--- config.mk ---
export PLATFORM = sky130hd
export DESIGN_NAME = rusi_mul
export DESIGN_NICKNAME = d
export VERILOG_FILES = /design/src/rtl/rusi_pkg.sv /design/src/rtl/rusi_mul.sv
export SDC_FILE = /design/constraint.sdc
export NUM_CORES = 2
export LEC_CHECK = 0
export ABC_CLOCK_PERIOD_IN_PS = 9400
export BUFFER_PORTS_ARGS = -buffer_cell sky130_fd_sc_hd__buf_2
export CORE_MARGIN = 2
export CORE_UTILIZATION = 60
export CTS_CLUSTER_SIZE = 12
export DETAILED_ROUTE_END_ITERATION = 10
export PLACE_DENSITY = 0.8
export SLEW_MARGIN = 20
export SYNTH_ARGS = -nofsm -noshare
export SYNTH_HDL_FRONTEND = slang
export SYNTH_SLANG_ARGS = --single-unit
export TNS_END_PERCENT = 1
--- constraint.sdc ---
create_clock -name clk -period 9.4 [get_ports clk]
set_clock_uncertainty 0.1 [all_clocks]
set_input_delay 0 -clock clk [delete_from_list [all_inputs] [get_ports clk]]
set_output_delay 0 -clock clk [all_outputs]
set_load 0.02 [all_outputs]
--- src/rtl/rusi_pkg.sv ---
// ----------------------------------------------------------------------------
// rusi_pkg
// Shared constants for the ray / unit sphere intersection unit.
// ----------------------------------------------------------------------------
`timescale 1ns / 1ps

package rusi_pkg;

  localparam int FRAC_BITS   = 16;
  localparam int COORD_WIDTH = 32;
  // Width of the multiplier digit consumed by one stage of a pipelined multiplier.
  localparam int MUL_DIGIT   = 16;

endpackage

--- src/rtl/rusi_mul.sv ---
// ----------------------------------------------------------------------------
// rusi_mul
// Pipelined unsigned multiplier: one digit of the second operand per stage.
// ----------------------------------------------------------------------------
`timescale 1ns / 1ps

module rusi_mul #(
  parameter int AW = rusi_pkg::COORD_WIDTH,
  parameter int BW = rusi_pkg::COORD_WIDTH,
  parameter int DW = rusi_pkg::MUL_DIGIT
) (
  input  logic             clk,
  input  logic             en,
  input  logic [AW-1:0]    a,
  input  logic [BW-1:0]    b,
  output logic [AW+BW-1:0] p
);

  localparam int NS  = (BW + DW - 1) / DW;
  localparam int BPW = NS * DW;
  localparam int PRW = AW + DW;
  localparam int ACW = AW + BPW;

  logic [AW-1:0]  ar  [NS];
  logic [BPW-1:0] br  [NS];
  logic [ACW-1:0] acc [NS];
  logic [BPW-1:0] bpad;

  assign bpad = BPW'(b);

  for (genvar k = 0; k < NS; k++) begin : g_st
    logic [AW-1:0]  pa;
    logic [BPW-1:0] pb;
    logic [ACW-1:0] pacc;
    logic [PRW-1:0] prod;
    if (k == 0) begin : g_first
      assign pa   = a;
      assign pb   = bpad;
      assign pacc = '0;
    end else begin : g_next
      assign pa   = ar[k-1];
      assign pb   = br[k-1];
      assign pacc = acc[k-1];
    end
    assign prod = PRW'(pa) * PRW'(pb[DW-1:0]);
    always_ff @(posedge clk) begin
      if (en) begin
        ar[k]  <= pa;
        br[k]  <= pb >> DW;
        acc[k] <= pacc + (ACW'(prod) << (k * DW));
      end
    end
  end

  assign p = acc[NS-1][AW+BW-1:0];

endmodule

==> reports/qor_table.md <==
| Result | This run | Unit |
| --- | --- | --- |
| Status | complete, but fails checks | - |
| Failing checks | hold timing | - |
| Transition time at the pin with the least slew margin | 0.9610 | ns |
| Fraction of layout instances using a drive strength above 1 | 5.256 | % |
| EDFF count, synth | 160 | - |
| Violation count after the first detailed-route iteration | 2329 | - |
| Post-layout nets | 5350 | - |
| Initial antenna violation count | 3 | - |
| Crit start category | flop | - |
| Number of levels the H-tree was split into | 4 | - |
| Post-DR vias/cell | 5.704 | - |
| F_max | 0.1129 | GHz |
| Max-Slew Margin vs Limit | 35.93 | % |
| Flop and latch count out of synthesis | 160 | - |
| Worst Path Arrival | 8.98 | ns |
| Syn_nets | 5358 | - |
| Hold path startpoint | en | - |
| Worst reg-to-reg path cell count | 32 | - |
| Overall track demand over capacity in global routing | 31.59 | % |
| Wire length per cell after detailed routing | 19.83 | um |
| First-pass GRT wire length | 163900 | um |
| Standard-cell rows | 93 | - |
| Number of sinks driven by the clock tree | 160 | - |
| Unique cell type count in the Yosys netlist | 74 | - |
| Kind of critical path | reg -> reg | - |
| Critical path data required time | 9.52 | ns |
| Syn-to-layout area delta | 4.897 | % |
| Worst reg2reg startpoint | ar[0][11] | - |
| Global placer's final weighted congestion | 0.9714 | - |
| Die ar. | 66960 | sq um |
| Per-instance average area after synthesis | 9.314 | sq um |
| Number of max-capacitance violations reported | 0 | - |
| Placed cell area | 39800 | sq um |
| Sequential-to-total area share from yosys stat | 12.34 | % |
| Initial core utilization | 60.52 | % |
| Most used flip-flop cell after synthesis | sky130_fd_sc_hd__edfxtp_1 | - |
| TritonCTS clock tree | done | - |
| Number of top-level design ports | 130 | - |
| Post-layout instance area | 40850 | sq um |
| Final period util | 94.23 | % |
| Sort of element at the end of the critical path | flop | - |
| Via count of the first global-routing pass | 30970 | - |
| Largest delay contributor family on the critical path | adder cells | - |
| Cell taking the most area after synthesis | sky130_fd_sc_hd__fa_1 | - |
| Async S/R FF share, synth | 0 | % |
| Post-layout min period | 8.858 | ns |
| Post-Syn Area | 38940 | sq um |
| End point of the critical path | acc[0][126] | - |
| Highest cell delay on the worst timing path | 0.64 | ns |
| Slowest cell on the critical path | sky130_fd_sc_hd__edfxtp_1 | - |
| First-pass detailed-route iteration total | 6 | - |
| Die span in y | 258.8 | um |
| FF-to-FF End | acc[0][126] | - |
| RSZ-0062 raised after global routing | no | - |
| Source of the critical timing path | ar[0][11] | - |
| Routed wire length | 100000 | um |
| Top cell by count, worst path | sky130_fd_sc_hd__fa_1 | - |
| Source-to-sink clock delay at the later pin of the worst-skew pair | 0.48 | ns |
| Horizontal die dimension | 258.8 | um |
| Number of cells on the critical path | 32 | - |
| Worst-path maximum fanout | 16 | - |
| Finished Core Util | 63.48 | % |
| Worst-case register-to-register setup slack | 0.54 | ns |
| HPWL after DPL | 76260 | um |
| Buffer depth of the longest clock path | 2 | - |
| Post-synth top area share | 43.03 | % |
| DR DRC count | 0 | - |
| Worst min path class | in -> reg | - |
| Routed via count | 28770 | - |
| Number of failing setup endpoints in the final timing report | 0 | - |
| Maximum number of pins on one net before global-route repair | 93 | - |
| Buffer and inverter count on the worst path | 5 | - |
| Number of warnings printed during yosys synthesis | 0 | - |
| Number of pins with negative max-slew slack in the final report | 0 | - |
| Count of input and output buffers | 129 | - |
| Clock root buffer master | sky130_fd_sc_hd__clkbuf_16 | - |
| GRT overflow | 0 | - |
| Clock-pin slew on the worst setup and hold paths | 0.08 | ns |
| Gate Count Post-Synth | 4181 | - |
| Clock buffers created by TritonCTS | 17 | - |
| Number of routed nets with antenna violations | 0 | - |
| Hold Slack | -0.01397 | ns |
| Top post-synthesis cells by area | sky130_fd_sc_hd__fa_1, sky130_fd_sc_hd__edfxtp_1, sky130_fd_sc_hd__ha_1 | - |
| Area inside the core boundary | 64350 | sq um |
| Post-Route Setup TNS | 0 | ns |
| Post-CTS sizing | 0 | - |
| Number of endpoints with negative hold slack in the final report | 3 | - |
synthesized netlist by cell type, drive strengths merged, types with 3 or more instances:
cell type and count:
a221o 4, o21bai 21, o31ai 6, a21o 58, a221oi 5, o211a 5, o21a 15, o41ai 3
nand2b 13, buf 65, clkbuf 177, nand3b 5, fa 837, and3 15, edfxtp 160, a21boi 8
nor2 71, xnor2 88, nand2 787, o211ai 11, a31oi 16, a21oi 110, o21ai 55, o31a 3
inv 876, a211oi 8, a31o 3, ha 274, nor4 7, xor2 33, nor2b 12, and2 309
a211o 6, a311oi 4, o311ai 3, or3 5, or2 4, nand3 33, nor3 23, nand4 16
what timing repair did:
item	4_1_cts	5_1_grt
hold endpoints to repair	48	0
setup buffers	0	0
hold buffers	48	0
per-layer routing:
metal / routed length [um] / GRT usage, % / up-vias
met5: 0 / 0 / -
met4: 3210 / 10.40 / 0
met3: 11590 / 8.363 / 262
met2: 45740 / 49.47 / 1579
met1: 39490 / 43.15 / 14390
li1: - / - / 12530
area by class of cell:
cell class              instances  area (sq um)
clock buffers                  17         425.4
flip-flops and latches        160          4805
well taps                     855          1070
repair buffers                215          1418
inverters                     876          3288
diodes                          3         7.507
clock inverters                15         136.4
fillers                      5054         23500
multi-input cells            2903         29700
how the worst min path moves through the flow:
stage | endpoint | slack (ns) | cells after the start
2_1_floorplan | ar[0][0] | -0.001 | 0
3_3_place_gp | br[0][0] | 0.08 | 1
3_5_place_dp | br[0][0] | 0.08 | 1
4_1_cts | acc[0][15] | 0.03 | 1
5_1_grt | acc[0][15] | 0.03 | 1
6_report | acc[0][15] | -0.01 | 1
flip-flops by register name, summed over array words and instances, names as in the netlist:
| signal | cells |
|---|---|
| acc | 112 |
| ar | 32 |
| br | 16 |
stage by stage:
step                      setup slack (ns)  cells
final                               0.5423   5044
after global routing                0.2277   5042
after CTS                           0.5964   5041
after detailed placement            0.6233   4961
after global placement              0.7951   4961
after floorplan                      1.218   4181
worst register-to-register path: cells and delay by family, from the launching register on:
kind,cells,cell delay [ns]
adder cells (fa/ha/maj),8,3.85
AO/OA/AOI/OAI,11,2.26
AND/OR/NAND/NOR,6,1.12
flip-flops,1,0.64
buffers and inverters,5,0.41
multiplexers,1,0.16
XOR/XNOR,1,0.07
cells in the final DEF (no fill, tap or decap), drive strengths merged, types with 6 or more instances in the layout:
| cell type | instances |
|---|---|
| clkbuf | 17 |
| clkinv | 6 |
| a21oi | 110 |
| fa | 837 |
| inv | 880 |
| nand2b | 13 |
| o21ai | 55 |
| nor4 | 7 |
| a31oi | 16 |
| o211ai | 11 |
| o31ai | 6 |
| xnor2 | 88 |
| nand2 | 787 |
| buf | 167 |
| nand3 | 33 |
| ha | 274 |
| a211o | 6 |
| nor3 | 23 |
| nor2b | 12 |
| a21o | 58 |
| o21a | 15 |
| a21boi | 8 |
| nor2 | 71 |
| nand4 | 16 |
| o21bai | 21 |
| dlygate4sd3 | 48 |
| edfxtp | 160 |
| and3 | 15 |
| a211oi | 8 |
| xor2 | 33 |
| and2 | 309 |
cell families (layout without fill, tap and decap cells):
family | after synthesis | after routing | share of synthesized area, %
xor gates and xnor gates | 121 | 121 | 2.741
muxes | 3 | 3 | 0.08033
buffers and inverters | 1118 | 1123 | 11.40
AOI/OAI and AO/OA | 360 | 360 | 6.172
DFF | 160 | 160 | 12.34
other | 0 | 3 | 0
and+or+nand+nor | 1308 | 1308 | 15.44
adders and majority gates | 1111 | 1111 | 51.83
Power is not shown: default switching activity piles up to over one toggle a cycle in this logic, so the estimate is an artifact.
